<file path="src/rtl/core/pin_interrupt_event_queue_macros.svh">
// ----------------------------------------------------------------------------
// Pin interrupt event queue: assertion macros
// Concurrent checks on the rising edge of i_clk, masked while i_rst_n is low.
// Synthesis builds define SYNTH and get empty bodies.
// ----------------------------------------------------------------------------
`ifndef PIN_INTERRUPT_EVENT_QUEUE_MACROS_SVH
`define PIN_INTERRUPT_EVENT_QUEUE_MACROS_SVH

`ifndef SYNTH

// same-cycle implication
`define PIEQ_ASSERT_NOW(name, ante, cons, msg) \
    name: assert property (@(posedge i_clk) disable iff (!i_rst_n) \
        (ante) |-> (cons)) else $error(msg);

// next-cycle implication
`define PIEQ_ASSERT_NEXT(name, ante, cons, msg) \
    name: assert property (@(posedge i_clk) disable iff (!i_rst_n) \
        (ante) |=> (cons)) else $error(msg);

`else

`define PIEQ_ASSERT_NOW(name, ante, cons, msg)
`define PIEQ_ASSERT_NEXT(name, ante, cons, msg)

`endif

`endif

</file>
<file path="src/rtl/core/pieq_pkg.sv">
`timescale 1ns / 1ps
// ----------------------------------------------------------------------------
// Pin interrupt event queue package
// Field widths, mode codes and the sequencer state type.
// ----------------------------------------------------------------------------
package pieq_pkg;

    // Payload field widths
    localparam int STATUS_W = 32;
    localparam int PIN_W    = 5;
    localparam int DROP_W   = 6;
    localparam int ENTRY_W  = PIN_W + 1;

    // Item mode codes
    localparam logic MODE_CAPTURE = 1'b0;
    localparam logic MODE_POP     = 1'b1;

    // Sequencer states
    typedef enum logic [3:0] {
        ST_IDLE = 4'b0001,
        ST_SCAN = 4'b0010,
        ST_READ = 4'b0100,
        ST_DONE = 4'b1000
    } t_state;

endpackage

</file>
<file path="src/rtl/core/pieq_in_if.sv">
`timescale 1ns / 1ps
// ----------------------------------------------------------------------------
// Pin interrupt event queue: input channel
// Valid/ready channel carrying one capture or pop request.
// ----------------------------------------------------------------------------
interface pieq_in_if;

    logic                            valid;
    logic                            ready;
    logic                            mode;
    logic [pieq_pkg::STATUS_W-1:0]   int_status;
    logic [pieq_pkg::STATUS_W-1:0]   pin_levels;

    modport source (output valid, output mode, output int_status, output pin_levels,
                    input ready);
    modport sink   (input valid, input mode, input int_status, input pin_levels,
                    output ready);

endinterface

</file>
<file path="src/rtl/core/pieq_out_if.sv">
`timescale 1ns / 1ps
// ----------------------------------------------------------------------------
// Pin interrupt event queue: result channel
// Valid/ready channel carrying one popped event or a capture drop count.
// ----------------------------------------------------------------------------
interface pieq_out_if;

    logic                            valid;
    logic                            ready;
    logic                            event_valid;
    logic [pieq_pkg::PIN_W-1:0]      event_pin;
    logic                            event_level;
    logic [pieq_pkg::DROP_W-1:0]     events_dropped;

    modport source (output valid, output event_valid, output event_pin,
                    output event_level, output events_dropped, input ready);
    modport sink   (input valid, input event_valid, input event_pin,
                    input event_level, input events_dropped, output ready);

endinterface

</file>
<file path="src/rtl/core/pin_interrupt_event_queue.sv">
`timescale 1ns / 1ps
// ----------------------------------------------------------------------------
// Pin interrupt event queue
// Captures one event per pending interrupt pin into a circular queue, counting
// the events it drops when full, and pops the oldest event on request.
// ----------------------------------------------------------------------------
//  channel   dir  handshake          payload
//  i_in      in   valid / ready      mode, int_status, pin_levels
//  o_out     out  valid / ready      event_valid, event_pin, event_level,
//                                    events_dropped
//
//  A capture scans min(PIN_COUNT, 32) pins: the scan steps one pin per
//  cycle through the shared pointer advance/compare and the single RAM write
//  port. A pop reads the RAM (registered read data); an empty pop skips the read.
//  One item is in work at a time; i_in.ready is high only when idle.
//  The result waits in an output register; a stalled o_out holds the block.
//  Synchronous active-low reset empties the queue; no clearing pass.
// ----------------------------------------------------------------------------
`include "pin_interrupt_event_queue_macros.svh"

module pin_interrupt_event_queue #(
    parameter int QUEUE_DEPTH = 16,
    parameter int PIN_COUNT   = 32
) (
    input  logic        i_clk,
    input  logic        i_rst_n,
    pieq_in_if.sink     i_in,
    pieq_out_if.source  o_out
);

    import pieq_pkg::*;

    localparam int PTR_W     = (QUEUE_DEPTH > 1) ? $clog2(QUEUE_DEPTH) : 1;
    localparam int SCAN_PINS = (PIN_COUNT < STATUS_W) ? PIN_COUNT : STATUS_W;
    localparam logic [PTR_W-1:0] PTR_LAST = PTR_W'(QUEUE_DEPTH - 1);
    localparam logic [PIN_W-1:0] PIN_LAST = PIN_W'(SCAN_PINS - 1);

    // Sequencer and queue state
    t_state               r_state,  n_state;
    logic [PTR_W-1:0]     r_wp,     n_wp;
    logic [PTR_W-1:0]     r_rp,     n_rp;
    logic [STATUS_W-1:0]  r_status, n_status;
    logic [STATUS_W-1:0]  r_levels, n_levels;
    logic [PIN_W-1:0]     r_pin,    n_pin;
    logic [DROP_W-1:0]    r_drop,   n_drop;
    logic                 r_hit,    n_hit;

    // Output register
    logic                 r_out_valid;
    logic                 r_ev_valid;
    logic [PIN_W-1:0]     r_ev_pin;
    logic                 r_ev_level;
    logic [DROP_W-1:0]    r_ev_drop;

    logic [PTR_W-1:0]     wp_next;
    logic [PTR_W-1:0]     rp_next;
    logic                 out_free;
    logic                 ram_we;
    logic                 ram_re;
    logic [ENTRY_W-1:0]   ram_wdata;
    logic [ENTRY_W-1:0]   ram_rdata;

    // Event store
    pieq_ram #(
        .WIDTH (ENTRY_W),
        .DEPTH (QUEUE_DEPTH)
    ) u_store (
        .i_clk   (i_clk),
        .i_we    (ram_we),
        .i_waddr (r_wp),
        .i_wdata (ram_wdata),
        .i_re    (ram_re),
        .i_raddr (r_rp),
        .o_rdata (ram_rdata)
    );

    // Advance pointers with wrap at the queue depth
    assign wp_next = (r_wp == PTR_LAST) ? '0 : r_wp + 1'b1;
    assign rp_next = (r_rp == PTR_LAST) ? '0 : r_rp + 1'b1;

    assign ram_wdata = {r_levels[0], r_pin};
    assign out_free  = !r_out_valid || o_out.ready;
    assign i_in.ready = (r_state == ST_IDLE);

    // Sequence capture scans and pops
    always_comb begin
        n_state  = r_state;
        n_wp     = r_wp;
        n_rp     = r_rp;
        n_status = r_status;
        n_levels = r_levels;
        n_pin    = r_pin;
        n_drop   = r_drop;
        n_hit    = r_hit;
        ram_we   = 1'b0;
        ram_re   = 1'b0;
        unique case (r_state)
            ST_IDLE: begin
                if (i_in.valid) begin
                    n_drop = '0;
                    if (i_in.mode == MODE_CAPTURE) begin
                        n_status = i_in.int_status;
                        n_levels = i_in.pin_levels;
                        n_pin    = '0;
                        n_hit    = 1'b0;
                        n_state  = ST_SCAN;
                    end else begin
                        n_hit   = (r_wp != r_rp);
                        n_state = (r_wp != r_rp) ? ST_READ : ST_DONE;
                    end
                end
            end
            ST_SCAN: begin
                // push one pin per cycle, drop when one slot is left
                if (r_status[0]) begin
                    if (wp_next == r_rp) begin
                        n_drop = r_drop + 1'b1;
                    end else begin
                        ram_we = 1'b1;
                        n_wp   = wp_next;
                    end
                end
                n_status = r_status >> 1;
                n_levels = r_levels >> 1;
                if (r_pin == PIN_LAST) begin
                    n_state = ST_DONE;
                end else begin
                    n_pin = r_pin + 1'b1;
                end
            end
            ST_READ: begin
                ram_re  = 1'b1;
                n_rp    = rp_next;
                n_state = ST_DONE;
            end
            ST_DONE: begin
                if (out_free) begin
                    n_state = ST_IDLE;
                end
            end
            default: begin
                n_state = ST_IDLE;
            end
        endcase
    end

    // Control registers
    always_ff @(posedge i_clk) begin
        if (!i_rst_n) begin
            r_state <= ST_IDLE;
            r_wp    <= '0;
            r_rp    <= '0;
        end else begin
            r_state <= n_state;
            r_wp    <= n_wp;
            r_rp    <= n_rp;
        end
    end

    // Work registers
    always_ff @(posedge i_clk) begin
        r_status <= n_status;
        r_levels <= n_levels;
        r_pin    <= n_pin;
        r_drop   <= n_drop;
        r_hit    <= n_hit;
    end

    // Output valid: set on load, drop after transfer
    always_ff @(posedge i_clk) begin
        if (!i_rst_n) begin
            r_out_valid <= 1'b0;
        end else if (r_state == ST_DONE && out_free) begin
            r_out_valid <= 1'b1;
        end else if (o_out.ready) begin
            r_out_valid <= 1'b0;
        end
    end

    // Output payload
    always_ff @(posedge i_clk) begin
        if (r_state == ST_DONE && out_free) begin
            r_ev_valid <= r_hit;
            r_ev_pin   <= r_hit ? ram_rdata[PIN_W-1:0] : '0;
            r_ev_level <= r_hit ? ram_rdata[PIN_W] : 1'b0;
            r_ev_drop  <= r_drop;
        end
    end

    assign o_out.valid          = r_out_valid;
    assign o_out.event_valid    = r_ev_valid;
    assign o_out.event_pin      = r_ev_pin;
    assign o_out.event_level    = r_ev_level;
    assign o_out.events_dropped = r_ev_drop;

    // Checks
    `PIEQ_ASSERT_NEXT(a_push_not_empty, ram_we, r_wp != r_rp, "queue empty after a push")
    `PIEQ_ASSERT_NOW(a_pop_no_drop, o_out.valid && o_out.event_valid, o_out.events_dropped == '0, "popped event carries drops")
    `PIEQ_ASSERT_NEXT(a_hold_result, r_state == ST_DONE && r_out_valid && !o_out.ready, r_state == ST_DONE, "result lost under stall")
    `PIEQ_ASSERT_NOW(a_read_nonempty, ram_re, r_wp != r_rp, "read of empty queue")

endmodule

</file>
<file path="src/rtl/core/pieq_ram.sv">
`timescale 1ns / 1ps
// ----------------------------------------------------------------------------
// Generic simple dual-port RAM
// One write port, one read port, registered read data held between reads.
// ----------------------------------------------------------------------------
module pieq_ram #(
    parameter int WIDTH = 6,
    parameter int DEPTH = 16
) (
    input  logic                            i_clk,
    input  logic                            i_we,
    input  logic [$clog2(DEPTH)-1:0]        i_waddr,
    input  logic [WIDTH-1:0]                i_wdata,
    input  logic                            i_re,
    input  logic [$clog2(DEPTH)-1:0]        i_raddr,
    output logic [WIDTH-1:0]                o_rdata
);

    logic [WIDTH-1:0] r_mem [DEPTH];
    logic [WIDTH-1:0] r_rdata;

    // Write port
    always_ff @(posedge i_clk) begin
        if (i_we) begin
            r_mem[i_waddr] <= i_wdata;
        end
    end

    // Registered read port
    always_ff @(posedge i_clk) begin
        if (i_re) begin
            r_rdata <= r_mem[i_raddr];
        end
    end

    assign o_rdata = r_rdata;

endmodule
</file>
<file path="src/flat_wrapper.sv">
// flat-port wrapper written by rule: the top's interface ports become plain ports
module pin_interrupt_event_queue_flat import pieq_pkg::*;
#(
    parameter int QUEUE_DEPTH = 16,
    parameter int PIN_COUNT   = 32
)
  (i_clk, i_rst_n, i_in_valid, i_in_mode, i_in_int_status, i_in_pin_levels, i_in_ready, o_out_valid, o_out_event_valid, o_out_event_pin, o_out_event_level, o_out_events_dropped, o_out_ready);
  pieq_in_if i_in_i ();
  pieq_out_if o_out_i ();
  input  logic i_clk;
  input  logic i_rst_n;
  input wire logic [$bits(i_in_i.valid)-1:0] i_in_valid;
  input wire logic [$bits(i_in_i.mode)-1:0] i_in_mode;
  input wire logic [$bits(i_in_i.int_status)-1:0] i_in_int_status;
  input wire logic [$bits(i_in_i.pin_levels)-1:0] i_in_pin_levels;
  output wire logic [$bits(i_in_i.ready)-1:0] i_in_ready;
  output wire logic [$bits(o_out_i.valid)-1:0] o_out_valid;
  output wire logic [$bits(o_out_i.event_valid)-1:0] o_out_event_valid;
  output wire logic [$bits(o_out_i.event_pin)-1:0] o_out_event_pin;
  output wire logic [$bits(o_out_i.event_level)-1:0] o_out_event_level;
  output wire logic [$bits(o_out_i.events_dropped)-1:0] o_out_events_dropped;
  input wire logic [$bits(o_out_i.ready)-1:0] o_out_ready;
  assign i_in_i.valid = i_in_valid;
  assign i_in_i.mode = i_in_mode;
  assign i_in_i.int_status = i_in_int_status;
  assign i_in_i.pin_levels = i_in_pin_levels;
  assign i_in_ready = i_in_i.ready;
  assign o_out_valid = o_out_i.valid;
  assign o_out_event_valid = o_out_i.event_valid;
  assign o_out_event_pin = o_out_i.event_pin;
  assign o_out_event_level = o_out_i.event_level;
  assign o_out_events_dropped = o_out_i.events_dropped;
  assign o_out_i.ready = o_out_ready;
  pin_interrupt_event_queue #(.QUEUE_DEPTH(QUEUE_DEPTH), .PIN_COUNT(PIN_COUNT)) u_core (.i_clk(i_clk), .i_rst_n(i_rst_n), .i_in(i_in_i), .o_out(o_out_i));
endmodule
</file>
<file path="config.mk">
export PLATFORM = sky130hd
export DESIGN_NAME = pin_interrupt_event_queue_flat
export DESIGN_NICKNAME = d
export VERILOG_FILES = /design/src/rtl/core/pieq_pkg.sv /design/src/rtl/core/pieq_in_if.sv /design/src/rtl/core/pieq_out_if.sv /design/src/rtl/core/pin_interrupt_event_queue.sv /design/src/rtl/core/pieq_ram.sv /design/src/flat_wrapper.sv
export VERILOG_INCLUDE_DIRS = /design/src /design/src/rtl/core
export SDC_FILE = /design/constraint.sdc
export NUM_CORES = 1
export LEC_CHECK = 0
export BUFFER_PORTS_ARGS = -buffer_cell sky130_fd_sc_hd__buf_4
export CORE_AREA = 2 2 140 142
export DETAILED_ROUTE_END_ITERATION = 16
export DIE_AREA = 0 0 142 144
export GPL_TIMING_DRIVEN = 0
export PLACE_DENSITY = 0.71
export SYNTH_ARGS = -nofsm -noshare
export SYNTH_HDL_FRONTEND = slang
export SYNTH_HIERARCHICAL = 1
export SYNTH_SLANG_ARGS = --single-unit
</file>
<file path="constraint.sdc">
create_clock -name i_clk -period 4.7 [get_ports i_clk]
set_input_delay 0 -clock i_clk [delete_from_list [all_inputs] [get_ports i_clk]]
set_output_delay 0 -clock i_clk [all_outputs]
set_load 0.005 [all_outputs]
</file>
==> results.md <==
### CTS
- **insertion delay to the later sink of the worst-skew pair** 500 ps
- **CTS tree** done
- **Inserted Clock Buffers** 23
- **number of levels in the clock H-tree** 1
- **clock edge transition at the registers on the reported setup and hold paths** 60 ps
- **Clk Tree Root Cell** clkbuf_16
- **clock sinks** 204
- **number of instances resized during post-cts repair** 0
- **maximum buffer depth of the clock tree** 3

### Route
- **1st-pass router iterations** 5
- **post-detailed-route count of antenna-violating nets** 0
- **average wire per cell in the routed design** 18.4 um
- **post-detailed-route DRC marker count** 0
- **via-per-instance ratio** 5.30
- **total vias in the final route** 5420
- **Routed WL** 18800 um
- **starting DRC count in detailed routing** 454

### Pwr
- **power density of the placed cells** 373 nW/um^2
- **worst voltage drop across the vdd grid** 0.264 mV
- **static power due to leakage** 4.02 nW
- **Total Power** 4.03 mW

### Global route
- **largest net degree at the start of global routing** 26
- **GR Overflow Total** 0
- **number of global-route vias before repair** 5530
- **initial antenna violation count** 0
- **aggregate global-route resource usage** 0.186
- **wire length of the first global-routing pass** 29300 um

### Setup path
- **category of the most critical setup path** register to register
- **slowest stage cell on the critical path** nor3_1
- **Worst Path Required** 4810 ps
- **Worst Path Max Fanout** 13
- **cells traversed along the worst timing path** ha_1 -> inv_1 -> a311oi_2 -> xor2_2 -> a21oi_2 -> or3b_2 -> nor3_1
- **category of the worst setup path capture point** register
- **Largest stage delay, worst path** 860 ps
- **startpoint kind of the worst setup timing path** register
- **data arrival time of the worst path** 3820 ps

### Placed design
- **Area after DPL** 9390 um^2
- **Final GP Congestion** 0.793
- **post-placement cell count** 913
- **dpl ws** 1030 ps
- **number of buffers added on ports** 83
- **post-detail-place hpwl** 11300 um

### Cells and area
- **Area growth syn-to-layout** 28.4%
- **commonest non-fill, non-tap cell in the layout** nand2_1
- **diode count** 0
- **most used cells in the layout excluding fill and tap cells** nand2_1, edfxtp_1, buf_4
- **post-route standard cell area excluding fillers** 10800 um^2
- **core occupancy in the finished layout** 0.566
- **Post-layout nets** 843
- **non-filler instance count after layout** 1023
- **number of fillers in the final layout** 1431
- **share of post-route cells with drive strength above 1** 0.191

### STA
- **tightest slew margin relative to the limit** 0.224
- **setup_tns** 0 ps
- **worst clock skew** 12.4 ps
- **final setup violation count** 0
- **shortest period the worst path allows** 3710 ps
- **Setup WS post-layout** 986 ps
- **transition time of the tightest slew-check pin** 1160 ps
- **count of pins over their slew limit** 0
- **fmax** 269 MHz
- **ratio of final minimum period to clock period** 0.790
- **setup repair after global routing missed its margin** no
- **hold slack final** 310 ps
- **final-report hold violation count** 0

### Die
- **I/O pin total** 84
- **horizontal extent of the die** 142 um
- **standard-cell rows** 51
- **Core Area** 19100 um^2
- **die footprint** 20400 um^2
- **Die Height** 144 um
- **Initial Utilization** 0.441

### Synth
- **number of flip-flops and latches in the synthesized netlist** 204
- **nets in the synthesized netlist** 664
- **top post-synthesis cells by area** edfxtp_1, nand2_1, mux4_1
- **number of standard cells after synthesis** 590
- **post-synthesis sequential area ratio** 0.713
- **mean area per synthesized cell** 14.2 um^2
- **synthesized cell area** 8410 um^2
- **combinational family with the most area after synthesis** simple AND/OR/NAND/NOR gates
- **Synth cell types** 43
- **cell taking the most area after synthesis** edfxtp_1
- **simple logic cell fraction of the synthesized area** 0.149
- **post-synth top area share** 0.682
- **XOR/XNOR Fraction of Synth Area** 0.0155
- **post-synthesis compound-gate area fraction** 0.0229
- **share of cell area taken by muxes after synthesis** 0.0756
- **adder-cell share of the synthesized area** 0.00744
- **number of warnings issued by yosys** 6

### Status
- **status** complete, no violations

### Worst hold path
- **worst hold path class** primary input to register

### Flow run
- **max-capacitance violation count** 0

==> worst paths after layout <==
check                          start                              to  cells after the start  slack [ps]
hold / removal    i_in_pin_levels[7]              u_core/r_levels[7]                      4         310
setup / recovery      u_core/r_wp[0]      u_core/u_store/r_mem[0][5]                      7         990
hold reg to reg     u_core/r_drop[5]  u_core/o_out.events_dropped[5]                      0         500
setup reg to reg      u_core/r_wp[0]      u_core/u_store/r_mem[0][5]                      7         990
==> cell type report <==
cell class | count | area, um^2 | area share
Buffer | 23 | 128 | 0.0118
Clock inverter | 12 | 114 | 0.0105
Timing Repair Buffer | 154 | 1370 | 0.127
Multi-Input combinational cell | 360 | 2280 | 0.211
Inverter | 3 | 11.3 | 0.00104
Clock buffer | 29 | 598 | 0.0554
Tap cell | 238 | 298 | 0.0276
Sequential cell | 204 | 6000 | 0.555
==> power by group <==
part / switching [mW] / internal, mW
Combinational: 0.112 / 0.123
Clock: 0.677 / 1.01
Sequential: 0.0443 / 2.06
Total: 0.833 / 3.20
==> worst max-delay path, delay by kind of cell, from the launching register on <==
kind	cells	cell delay, ps
compound gates	2	780
xor+xnor	1	150
flops	1	610
fa+ha+maj	1	300
buf+inv	1	80
simple gates	2	1390
==> synthesized netlist by cell type (all sizes together) <==
| master | n |
|---|---|
| nand2 | 207 |
| edfxtp | 191 |
| mux4 | 24 |
| nor2 | 22 |
| and2 | 16 |
| dfxtp | 13 |
| a22oi | 12 |
| clkbuf | 12 |
| buf | 11 |
| nand3 | 8 |
| xnor2 | 8 |
| nor2b | 6 |
| o21ai | 6 |
| xor2 | 6 |
| ha | 5 |
| mux2i | 5 |
| nand2b | 5 |
| nor3 | 5 |
| and3 | 4 |
| nor4b | 4 |
| inv | 3 |
| nand3b | 3 |
| a21oi | 2 |
| nand4 | 2 |
| o211ai | 2 |
| a211oi | 1 |
| a21boi | 1 |
| a311oi | 1 |
| and4b | 1 |
| o21a | 1 |
| o22ai | 1 |
| or3b | 1 |
| or4b | 1 |
==> routing by layer <==
metal | track usage | share of wire | wire, um | up-vias
li1 | - | - | - | 2504
met4 | 0.0626 | 0.027 | 512 | 0
met2 | 0.326 | 0.53 | 9910 | 211
met1 | 0.235 | 0.39 | 7280 | 2660
met5 | 0 | 0 | 0 | -
met3 | 0.0338 | 0.059 | 1120 | 45
==> sequential cells by signal (all words and copies together) (netlist names) <==
signal                       cells
u_core/o_out.events_dropped      6
u_core/u_store/r_mem            96
u_core/r_pin                     5
u_core/u_store/o_rdata           6
u_core/r_hit                     1
u_core/r_rp                      4
u_core/r_levels                 32
u_core/r_state                   4
u_core/o_out.event_level         1
u_core/r_wp                      4
u_core/o_out.event_valid         1
u_core/o_out.valid               1
u_core/r_status                 32
u_core/o_out.event_pin           5
u_core/r_drop                    6
==> kinds of logic (layout without fill, tap and decap cells) <==
group	after synthesis	in the layout
AND/OR/NAND/NOR	285	285
flip-flops	204	204
multiplexers	29	29
AO/OA/AOI/OAI	27	27
buffers and inverters	26	221
XOR/XNOR	14	14
adder cells (fa/ha/maj)	5	5
==> timing repair <==
item | 4_1_cts | 5_1_grt
endpoints found under the hold margin | 75 | 0
hold buffers | 69 | 0
setup buffers | 0 | 0
Note: power is estimated with default switching activity, not from simulation.
